`config.mk`:
```
export PLATFORM = sky130hd
export DESIGN_NAME = vcp_load_factor_marker_top
export DESIGN_NICKNAME = d
export VERILOG_FILES = /design/src/rtl/lfm_pkg.sv /design/src/rtl/vcp_load_factor_marker_top.sv
export SDC_FILE = /design/constraint.sdc
export NUM_CORES = 2
export LEC_CHECK = 0
export ABC_AREA = 1
export ABC_CLOCK_PERIOD_IN_PS = 11550
export BUFFER_PORTS_ARGS = -buffer_cell sky130_fd_sc_hd__clkbuf_2
export CORE_ASPECT_RATIO = 0.8
export CORE_UTILIZATION = 65
export DETAILED_ROUTE_END_ITERATION = 8
export GPL_TIMING_DRIVEN = 1
export PLACE_DENSITY = 0.82
export RECOVER_POWER = 100
export SETUP_SLACK_MARGIN = 0.3
export SYNTH_ARGS = -nofsm -noshare
export SYNTH_HDL_FRONTEND = slang
export SYNTH_SLANG_ARGS = --single-unit
```
`constraint.sdc`:
```
create_clock -name i_clk -period 11.55 [get_ports i_clk]
set_input_delay 2.31 -clock i_clk [delete_from_list [all_inputs] [get_ports i_clk]]
set_output_delay 2.31 -clock i_clk [all_outputs]
set_load 0.02 [all_outputs]
```
`src/rtl/lfm_pkg.sv`:
```
package lfm_pkg;

    localparam int WINDOW_MAX      = 32;
    localparam int QUEUE_LIMIT_MAX = 1024;

    localparam int RING_AW    = $clog2(WINDOW_MAX);
    localparam int CNT_W      = $clog2(WINDOW_MAX + 1);
    localparam int DEPTH_W    = 11;
    localparam int SUM_W      = 16;
    localparam int ARR_W      = 16;
    localparam int QW_W       = 10;
    localparam int CAP_W      = 24;
    localparam int CFG_ADDR_W = 2;
    localparam int CFG_DATA_W = 24;
    localparam int IN_DATA_W  = 16;
    localparam int OUT_DATA_W = 8;

    // Output tdata layout.
    localparam int OUT_NEW_LOAD_LSB = 0;
    localparam int OUT_DROPPED_BIT  = 2;
    localparam int OUT_CLASS_LSB    = 3;

    // Configuration register indexes.
    localparam logic [CFG_ADDR_W-1:0] CFG_MAX_PACKETS  = 2'd0;
    localparam logic [CFG_ADDR_W-1:0] CFG_WINDOW_LEN   = 2'd1;
    localparam logic [CFG_ADDR_W-1:0] CFG_QUEUE_WEIGHT = 2'd2;
    localparam logic [CFG_ADDR_W-1:0] CFG_CAPACITY     = 2'd3;

    typedef enum logic [1:0] {
        REQ_ARRIVAL = 2'd0,
        REQ_SAMPLE  = 2'd1,
        REQ_LOAD    = 2'd2,
        REQ_UNUSED  = 2'd3
    } t_req;

    typedef enum logic [1:0] {
        CODE_UNSUPPORTED = 2'd0,
        CODE_LOW         = 2'd1,
        CODE_HIGH        = 2'd2,
        CODE_OVER        = 2'd3
    } t_load;

    typedef struct packed {
        t_req               req;
        t_load              prev;
        logic [DEPTH_W-1:0] depth;
        logic               remove;
        logic               add;
        logic [CNT_W-1:0]   cnt;
    } t_stage;

endpackage

```
`src/rtl/vcp_load_factor_marker_top.sv`:
```
// Router load marker. One item is accepted per cycle while the output is not
// stalled; its result passes through the stage register r_p1 into the output
// register r_out_data. Sample depths live in a 32-entry ring memory with a
// registered read; the second stage applies the evicted sample to the running
// sum, classifies the load with three small products and two compares, and
// marks arrivals. A full output register stalls the pipeline through tready;
// no reset sweep is needed.
module vcp_load_factor_marker_top import lfm_pkg::*; (
    input  logic                  i_clk,
    input  logic                  i_rst_n,
    input  logic                  i_s_tvalid,
    output logic                  o_s_tready,
    // [1:0] prev_load, [12:2] queue_depth
    input  logic [IN_DATA_W-1:0]  i_s_tdata,
    // [1:0] req_type
    input  logic [1:0]            i_s_tuser,
    output logic                  o_m_tvalid,
    input  logic                  i_m_tready,
    // [1:0] new_load, [2] dropped, [4:3] load_class
    output logic [OUT_DATA_W-1:0] o_m_tdata,
    input  logic                  i_cfg_we,
    input  logic [CFG_ADDR_W-1:0] i_cfg_addr,
    input  logic [CFG_DATA_W-1:0] i_cfg_data
);

    logic [DEPTH_W-1:0] r_max_packets;
    logic [CNT_W-1:0]   r_window_len;
    logic [QW_W-1:0]    r_queue_weight;
    logic [CAP_W-1:0]   r_capacity;

    always_ff @(posedge i_clk) begin
        if (!i_rst_n) begin
            r_max_packets  <= DEPTH_W'(25);
            r_window_len   <= CNT_W'(20);
            r_queue_weight <= QW_W'(128);
            r_capacity     <= CAP_W'(9600);
        end else if (i_cfg_we) begin
            unique case (i_cfg_addr)
                CFG_MAX_PACKETS:  r_max_packets  <= i_cfg_data[DEPTH_W-1:0];
                CFG_WINDOW_LEN:   r_window_len   <= i_cfg_data[CNT_W-1:0];
                CFG_QUEUE_WEIGHT: r_queue_weight <= i_cfg_data[QW_W-1:0];
                CFG_CAPACITY:     r_capacity     <= i_cfg_data[CAP_W-1:0];
                default:          ;
            endcase
        end
    end

    // Input side and ring pointer stage.
    t_req               s_req;
    t_load              s_prev;
    logic [DEPTH_W-1:0] s_depth;
    logic               s_accept;
    logic               s_sample;

    logic [RING_AW-1:0] r_head;
    logic [CNT_W-1:0]   r_count;
    logic               r_ent0_valid;

    logic [CNT_W-1:0]   win;
    logic               remove;
    logic [CNT_W-1:0]   cnt_mid;
    logic [RING_AW-1:0] head_mid;
    logic               add;
    logic [RING_AW-1:0] wr_addr;
    logic [CNT_W-1:0]   n_count;

    assign s_req    = t_req'(i_s_tuser);
    assign s_prev   = t_load'(i_s_tdata[1:0]);
    assign s_depth  = i_s_tdata[DEPTH_W+1:2];
    assign s_accept = i_s_tvalid && o_s_tready;
    assign s_sample = (s_req == REQ_SAMPLE);

    always_comb begin
        win      = (r_window_len > CNT_W'(WINDOW_MAX)) ? CNT_W'(WINDOW_MAX) : r_window_len;
        remove   = (r_count >= win) && (r_count != '0);
        cnt_mid  = remove ? r_count - CNT_W'(1) : r_count;
        head_mid = remove ? r_head + RING_AW'(1) : r_head;
        add      = (cnt_mid < CNT_W'(WINDOW_MAX));
        wr_addr  = head_mid + cnt_mid[RING_AW-1:0];
        n_count  = add ? cnt_mid + CNT_W'(1) : cnt_mid;
    end

    always_ff @(posedge i_clk) begin
        if (!i_rst_n) begin
            r_head       <= '0;
            r_count      <= CNT_W'(1);
            r_ent0_valid <= 1'b0;
        end else if (s_accept && s_sample) begin
            r_head  <= head_mid;
            r_count <= n_count;
            if (add && (wr_addr == '0)) begin
                r_ent0_valid <= 1'b1;
            end
        end
    end

    // Ring memory. The read returns the entry as it was before this edge's
    // write, which is the sample being evicted when both hit the same entry.
    logic [DEPTH_W-1:0] ring_mem [WINDOW_MAX];
    logic [DEPTH_W-1:0] r_rd;
    logic               r_rd_blank;

    always_ff @(posedge i_clk) begin
        if (s_accept && s_sample) begin
            r_rd       <= ring_mem[r_head];
            r_rd_blank <= (r_head == '0) && !r_ent0_valid;
            if (add) begin
                ring_mem[wr_addr] <= s_depth;
            end
        end
    end

    // Second stage: sum, counter, class and marking.
    logic               r_p1_valid;
    t_stage             r_p1;
    logic               r_out_valid;
    logic [OUT_DATA_W-1:0] r_out_data;
    logic               adv1;
    logic               fire1;

    logic [SUM_W-1:0]   r_sum;
    logic [ARR_W-1:0]   r_arrivals;
    t_load              r_class;

    assign adv1       = !r_out_valid || i_m_tready;
    assign fire1      = r_p1_valid && adv1;
    assign o_s_tready = !r_p1_valid || adv1;
    assign o_m_tvalid = r_out_valid;
    assign o_m_tdata  = r_out_data;

    always_ff @(posedge i_clk) begin
        if (!i_rst_n) begin
            r_p1_valid <= 1'b0;
        end else if (o_s_tready) begin
            r_p1_valid <= i_s_tvalid;
        end
    end

    always_ff @(posedge i_clk) begin
        if (s_accept) begin
            r_p1.req    <= s_req;
            r_p1.prev   <= s_prev;
            r_p1.depth  <= s_depth;
            r_p1.remove <= s_sample && remove;
            r_p1.add    <= s_sample && add;
            r_p1.cnt    <= s_sample ? n_count : r_count;
        end
    end

    function automatic t_load raise_code(t_load cls, t_load prev);
        t_load res;
        unique case (cls)
            CODE_LOW:  res = (prev == CODE_UNSUPPORTED) ? CODE_LOW : prev;
            CODE_HIGH: res = (prev == CODE_UNSUPPORTED || prev == CODE_LOW) ? CODE_HIGH : prev;
            default:   res = CODE_OVER;
        endcase
        return res;
    endfunction

    logic [DEPTH_W-1:0]     old_sample;
    logic [DEPTH_W-1:0]     limit;
    logic [ARR_W+CNT_W-1:0] prod_arr;
    logic [QW_W+SUM_W-1:0]  prod_queue;
    logic [CNT_W+CAP_W-1:0] den;
    logic [30:0]            num;
    logic [33:0]            num5;
    logic [33:0]            den4;
    t_load                  cls_calc;

    logic [SUM_W-1:0]  n_sum;
    logic [ARR_W-1:0]  n_arrivals;
    t_load             n_class;
    t_load             new_load;
    logic              dropped;

    always_comb begin
        old_sample = r_rd_blank ? '0 : r_rd;
        limit      = (r_max_packets > DEPTH_W'(QUEUE_LIMIT_MAX)) ?
                     DEPTH_W'(QUEUE_LIMIT_MAX) : r_max_packets;

        // rho = (256*arrivals*n + k*sum) / (n*capacity), compared without division.
        prod_arr   = r_arrivals * r_p1.cnt;
        prod_queue = r_queue_weight * r_sum;
        den        = r_p1.cnt * r_capacity;
        num        = 31'({prod_arr, 8'b0}) + 31'(prod_queue);
        num5       = (34'(num) << 2) + 34'(num);
        den4       = 34'(den) << 2;
        if (num5 < den4) begin
            cls_calc = CODE_LOW;
        end else if (num < 31'(den)) begin
            cls_calc = CODE_HIGH;
        end else begin
            cls_calc = CODE_OVER;
        end

        n_sum      = r_sum;
        n_arrivals = r_arrivals;
        n_class    = r_class;
        new_load   = CODE_UNSUPPORTED;
        dropped    = 1'b0;
        case (r_p1.req)
            REQ_ARRIVAL: begin
                if (r_arrivals != '1) begin
                    n_arrivals = r_arrivals + ARR_W'(1);
                end
                new_load = raise_code(r_class, r_p1.prev);
                dropped  = (r_p1.depth >= limit);
            end
            REQ_SAMPLE: begin
                n_sum = r_sum - (r_p1.remove ? SUM_W'(old_sample) : '0)
                              + (r_p1.add ? SUM_W'(r_p1.depth) : '0);
            end
            REQ_LOAD: begin
                n_class    = cls_calc;
                n_arrivals = '0;
            end
            default: ;
        endcase
    end

    always_ff @(posedge i_clk) begin
        if (!i_rst_n) begin
            r_sum       <= '0;
            r_arrivals  <= '0;
            r_class     <= CODE_LOW;
            r_out_valid <= 1'b0;
        end else begin
            if (adv1) begin
                r_out_valid <= r_p1_valid;
            end
            if (fire1) begin
                r_sum      <= n_sum;
                r_arrivals <= n_arrivals;
                r_class    <= n_class;
            end
        end
    end

    always_ff @(posedge i_clk) begin
        if (fire1) begin
            r_out_data <= {3'b000, n_class, dropped, new_load};
        end
    end

endmodule

```
# == Word-level counts from Yosys, hierarchy flattened ==
# Memory sizes are Yosys's and may differ from the RTL's. A register that Yosys moved wholly into a read port is not among the register bits.
# Index checks and enable logic that the tools add are counted.
# word_totals
latch_bits,0
out_inout_bits,10
reg_bits,128
input_bits,49
rom_bits,0
elab_cells,100
memories,1
mem_bits_rw,352
# classes
add_sub_neg,9
n_eq_ne,11
magnitude_cmp,7
mux,20
n_div,0
n_reduce_logical,28
n_mul,3
bitwise,0
shifts,0
# mem_list
name,words,width,read_ports,rd_clocked_by_memory_dff,wr,line,text
ring_mem,32,11,1,1,1,vcp_load_factor_marker_top.sv:99,logic [DEPTH_W-1:0] ring_mem [WINDOW_MAX];
# ops
operator,n
$mux W11,4
$add A33 B31 Y34,1
$lt A34 B32 Y1,1
$pmux W16 S2,1
$add A30 B26 Y31,1
$lt A31 B30 Y1,1
$mul A6 B24 Y30,1
$mul A10 B16 Y26,1
$mux W6,4
$mul A16 B6 Y22,1
$add A16 B1 Y16 const B,1
$add A16 B11 Y16,1
$mux W16,1
$ne A16 B16 Y1 const B,1
$sub A16 B11 Y16,1
$reduce_and A2 Y1,6
$ge A11 B11 Y1,1
$gt A11 B11 Y1 const B,1
$eq A2 B1 Y1 const B,5
$logic_not A5 Y1,2
$eq A2 B2 Y1 const B,4
$logic_and A1 B1 Y1,8
$mux W2,4
$add A6 B1 Y6 const B,1
other kinds (16),25

# == Logic depth before layout (Yosys ltp) ==
# logic_depth
word_depth,9
ltp_mapped,53
ltp_nobuf,52

# == Least setup slack after synthesis ==
# OpenSTA, ideal clock, no wires.
# synth_timing
kind,register to register
startpoint,reg r_p1[0] (netlist bit)
endpoint,"reg r_out_data[4], in the netlist o_m_tdata[4] (data pin)"
path_buffers,1
period_less_slack_ns,8.448
arrival_ns,8.185
path_stages_with_launch,48
slack_ns,3.102
setup_time_ns,0.262
required_ns,11.288
cell_sequence,edfxtp_1 clkbuf_1 nand2_1 inv_1 fa_1 fa_1 inv_1 fa_1 inv_1 ha_1 a21oi_1 nand2_1 xnor2_1 inv_1 fa_1 inv_1 fa_1 fa_1 [12 not listed] nand2_1 nor4_1 nand3_1 nand3_1 nand3_1 nand2_1 nand4_1 nand2_1 xor2_1 ha_1 inv_1 nor3_1 a211oi_1 a21oi_1 nor2_1 nand3_2 nand2_2 nand2_1
# synth_via
elab_chain_cells,6
elab_cells_between_ends,7
classes_between,add/sub (2); mul (2); order compare (1); mux (2)
# synth_rtl
element,line,text
from (decl),vcp_load_factor_marker_top.sv:115,t_stage r_p1;
$mul A16 B6 Y22,vcp_load_factor_marker_top.sv:182,prod_arr = r_arrivals * r_p1.cnt;
$add A30 B26 Y31,vcp_load_factor_marker_top.sv:185,"num = 31'({prod_arr, 8'b0}) + 31'(prod_queue);"
$add A33 B31 Y34,vcp_load_factor_marker_top.sv:186,num5 = (34'(num) << 2) + 34'(num);
$lt A34 B32 Y1 *,vcp_load_factor_marker_top.sv:188,if (num5 < den4) begin
$mux W2 *,vcp_load_factor_marker_top.sv:188,
$mux W2 *,vcp_load_factor_marker_top.sv:201,case (r_p1.req)
via n_class[1],vcp_load_factor_marker_top.sv:172,t_load n_class;
to (signal assigned),vcp_load_factor_marker_top.sv:241,"r_out_data <= {3'b000, n_class, dropped, new_load};"
to (decl),vcp_load_factor_marker_top.sv:117,logic [OUT_DATA_W-1:0] r_out_data;
# The timed path passes the listed nets; every way through them passes the cells marked *.
# A chain may end at the register's enable or synchronous reset.

# == Worst setup path after layout ==
# Ends and elaborated chain as after synthesis.

==> flow_metrics.env <==
export IMPL_leakage_nw=18.1
export IMPL_ys_flop_type="edfxtp_1"
export IMPL_hp_class="register to register"
export IMPL_htreeDepth=2
export IMPL_tightest_slew_ns=4.30
export IMPL_cts_tree="built"
export IMPL_vias_per_cell=5.85
export IMPL_sequentialPowerShare=0.438
export IMPL_cts_setup_buffers=0
export IMPL_worstPathRequired_ns=11.90
export IMPL_antenna_found_initial=1
export IMPL_grt_pass1_wl_um=144000
export IMPL_ant_nets=0
export IMPL_setup_viol=0
export IMPL_rsz0062_at_grt="no"
export IMPL_ctsHoldBuffers=0
export IMPL_drcViolationCount=0
export IMPL_period_share=0.917
export IMPL_startpoint_type="register"
export IMPL_start_util=0.662
export IMPL_dieArea_um2=57500
export IMPL_netlist_area_leader_share=0.320
export IMPL_synth_cell_types=62
export IMPL_ios=59
export IMPL_firstDrtPassIters=5
export IMPL_yosys_top_cells_area="edfxtp_1 32%, fa_1 16%, ha_1 8.9%"
export IMPL_clk_pin_slew_ns=0.06
export IMPL_clock_sinks=491
export IMPL_cts_resized=0
export IMPL_avgSynthCellArea_um2=8.88
export IMPL_fp_dieW_um=268
export IMPL_yosysSeqAreaShare=0.374
export IMPL_vias=28600
export IMPL_violations="max-capacitance violations, max-slew violations"
export IMPL_gp_routability_congestion=0.959
export IMPL_clockPowerShare=0.329
export IMPL_power_switching_mw=1.45
export IMPL_grtUsageTotal=0.319
export IMPL_syn_inst=4142
export IMPL_areaGrowthSynthToFinish_pct=5.74
export IMPL_num_antenna_cells=0
export IMPL_clk_latency_ns=0.61
export IMPL_combPwrFrac=0.233
export IMPL_grt_start_max_net_pins=102
export IMPL_rows=77
export IMPL_finalClockSkew_ns=0.0243
export IMPL_post_drt_wl_per_cell_um=18.3
export IMPL_core_um2=55600
export IMPL_cp_end_kind="register"
export IMPL_power_per_cell_area_nw_per_um2=118
export IMPL_netlist_area_um2=36800
export IMPL_clock_path_buffers=3
export IMPL_drive_above_1_share=0.0389
export IMPL_synth_area_leader_cell="edfxtp_1"
export IMPL_p_int_mw=3.12
export IMPL_cpPeakStageDelay_ns=0.76
export IMPL_yosys_top_cells_count="813 x nand2_1, 694 x inv_1, 392 x edfxtp_1"
export IMPL_layout_min_cycle_time_ns=10.59
export IMPL_wirelength_um=89600
export IMPL_grt_overflow_total=0
export IMPL_nets=4697
export IMPL_grt_pass1_vias=28100
export IMPL_fin_util=0.700
export IMPL_worstSetupPathType="register to register"
export IMPL_timing_fmax_mhz=94.4
export IMPL_cp_arrival_ns=10.95
export IMPL_synth_edf_count=392
export IMPL_synth_seq_cells=491
export IMPL_ys_warn_count=0
export IMPL_dp_hpwl_um=64300
export IMPL_yosysMostFrequentCell="nand2_1"
export IMPL_cts_root_buf="clkbuf_16"
export IMPL_cts_buffers=49
export IMPL_finalMaxSlewViolations=487
export IMPL_maxCapViolations=10
export IMPL_path_max_fanout=25
export IMPL_hold_viol=0
export IMPL_maxSlewHeadroom=-1.86
export IMPL_status="complete, but fails checks"
export IMPL_synth_async_reset_ratio=0
export IMPL_crit_family="adder cells"
export IMPL_io_buffers=52
export IMPL_ir_drop_mv=0.164
export IMPL_cp_num_buf_inv=9
export IMPL_drtIter0Drc=3279
export IMPL_setup_tns_ns=0
export IMPL_die_h_um=215
export IMPL_swShare=0.318
export IMPL_slowest_stage="edfxtp_1"
==> path summary, 6_finish.rpt <==
check | start | endpoint | slack (ns) | cells after the start
worst max-delay path | r_p1[0]$_DFFE_PP_ | o_m_tdata[4]$_DFFE_PP_ | 0.96 | 46
worst min-delay path | r_window_len[2]$_SDFFE_PN1P_ | r_window_len[2]$_SDFFE_PN1P_ | 0.46 | 2
worst max register to register | r_p1[0]$_DFFE_PP_ | o_m_tdata[4]$_DFFE_PP_ | 0.96 | 46
worst min register to register | r_window_len[2]$_SDFFE_PN1P_ | r_window_len[2]$_SDFFE_PN1P_ | 0.46 | 2
==> metrics by stage <==
stage | power, mW | std cells | hold slack, ns | setup WS [ns] | instance area (µm²)
3_3_place_gp | 3.03 | 4796 | 0.437 | 1.49 | 37500
3_5_place_dp | 3.06 | 4796 | 0.447 | 1.37 | 37500
6_report | 4.57 | 4884 | 0.461 | 0.956 | 38900
5_1_grt | 4.76 | 4884 | 0.484 | 0.321 | 38900
4_1_cts | 4.55 | 4884 | 0.461 | 1.31 | 39000
2_1_floorplan | 2.75 | 4144 | 0.420 | 3.10 | 36800
==> logic make-up after synthesis <==
kind of cell,count (synthesis),synth area share
AND/OR/NAND/NOR,1411,0.155
flip-flops,491,0.374
other,1,0.000102
buffers and inverters,876,0.0902
adder cells (fa/ha/maj),551,0.246
XOR/XNOR,115,0.0283
AO/OA/AOI/OAI,697,0.106
==> metal layers <==
layer  track usage  wire, µm
met2         0.461     37900
met3        0.0858     11500
met5             0         0
met4        0.0920      2090
met1         0.472     38000
==> flip-flops by register name, summed over array words and instances (netlist names) <==
signal,count
ring_mem,352
r_sum,16
r_rd_blank,1
r_head,5
r_arrivals,16
r_queue_weight,10
r_capacity,24
r_rd,11
r_count,6
r_window_len,6
o_m_tvalid,1
r_class,2
r_ent0_valid,1
r_p1_valid,1
r_max_packets,11
r_p1,23
o_m_tdata,5
==> placed cells by master (no fill, tap or decap), types with 12 or more instances in the layout <==
| cell type | netlist | layout |
|---|---|---|
| a31oi_1 | 18 | 18 |
| clkbuf_16 | 0 | 49 |
| nand3_1 | 105 | 105 |
| nor2_1 | 390 | 391 |
| nand4_1 | 22 | 22 |
| clkbuf_2 | 0 | 33 |
| clkbuf_1 | 151 | 40 |
| xor2_1 | 74 | 74 |
| nor3_1 | 30 | 28 |
| xnor2_1 | 38 | 39 |
| a21oi_1 | 192 | 192 |
| nand2_1 | 813 | 816 |
| buf_4 | 4 | 12 |
| a221oi_1 | 14 | 14 |
| o22ai_1 | 88 | 88 |
| a211oi_1 | 17 | 17 |
| inv_1 | 694 | 695 |
| a21o_1 | 13 | 13 |
| edfxtp_1 | 392 | 392 |
| fa_1 | 288 | 288 |
| o21ai_0 | 299 | 300 |
| dfxtp_1 | 99 | 97 |
| nand2_2 | 16 | 14 |
| ha_1 | 263 | 263 |
==> worst reg2reg max path, delay by kind of cell, from the launching register on <==
family / cells / cell delay, ns
AOI/OAI and AO/OA: 7 / 1.27
adders and majority gates: 10 / 3.97
buffers and inverters: 9 / 1.22
and+or+nand+nor: 17 / 2.39
xor gates and xnor gates: 3 / 0.72
DFF: 1 / 0.76
==> area by class of cell <==
class                   instances  area (µm²)
clock inverters                23         191
well taps                     750         938
multi-input cells            2777       19700
flip-flops and latches        491       13800
clock buffers                  65        1300
repair buffers                 70         349
inverters                     708        2660
fillers                      4168       16700
==> power groups by stage <==
stage	registers (mW)	clock network [mW]	logic (mW)
detailed placement	2.04	0	1.03
floorplan	2.00	0	0.750
finish	2.00	1.50	1.07
global route	2.00	1.58	1.18
global placement	2.03	0	0.997
CTS	2.00	1.51	1.04
(Power assumes the default switching activity.)
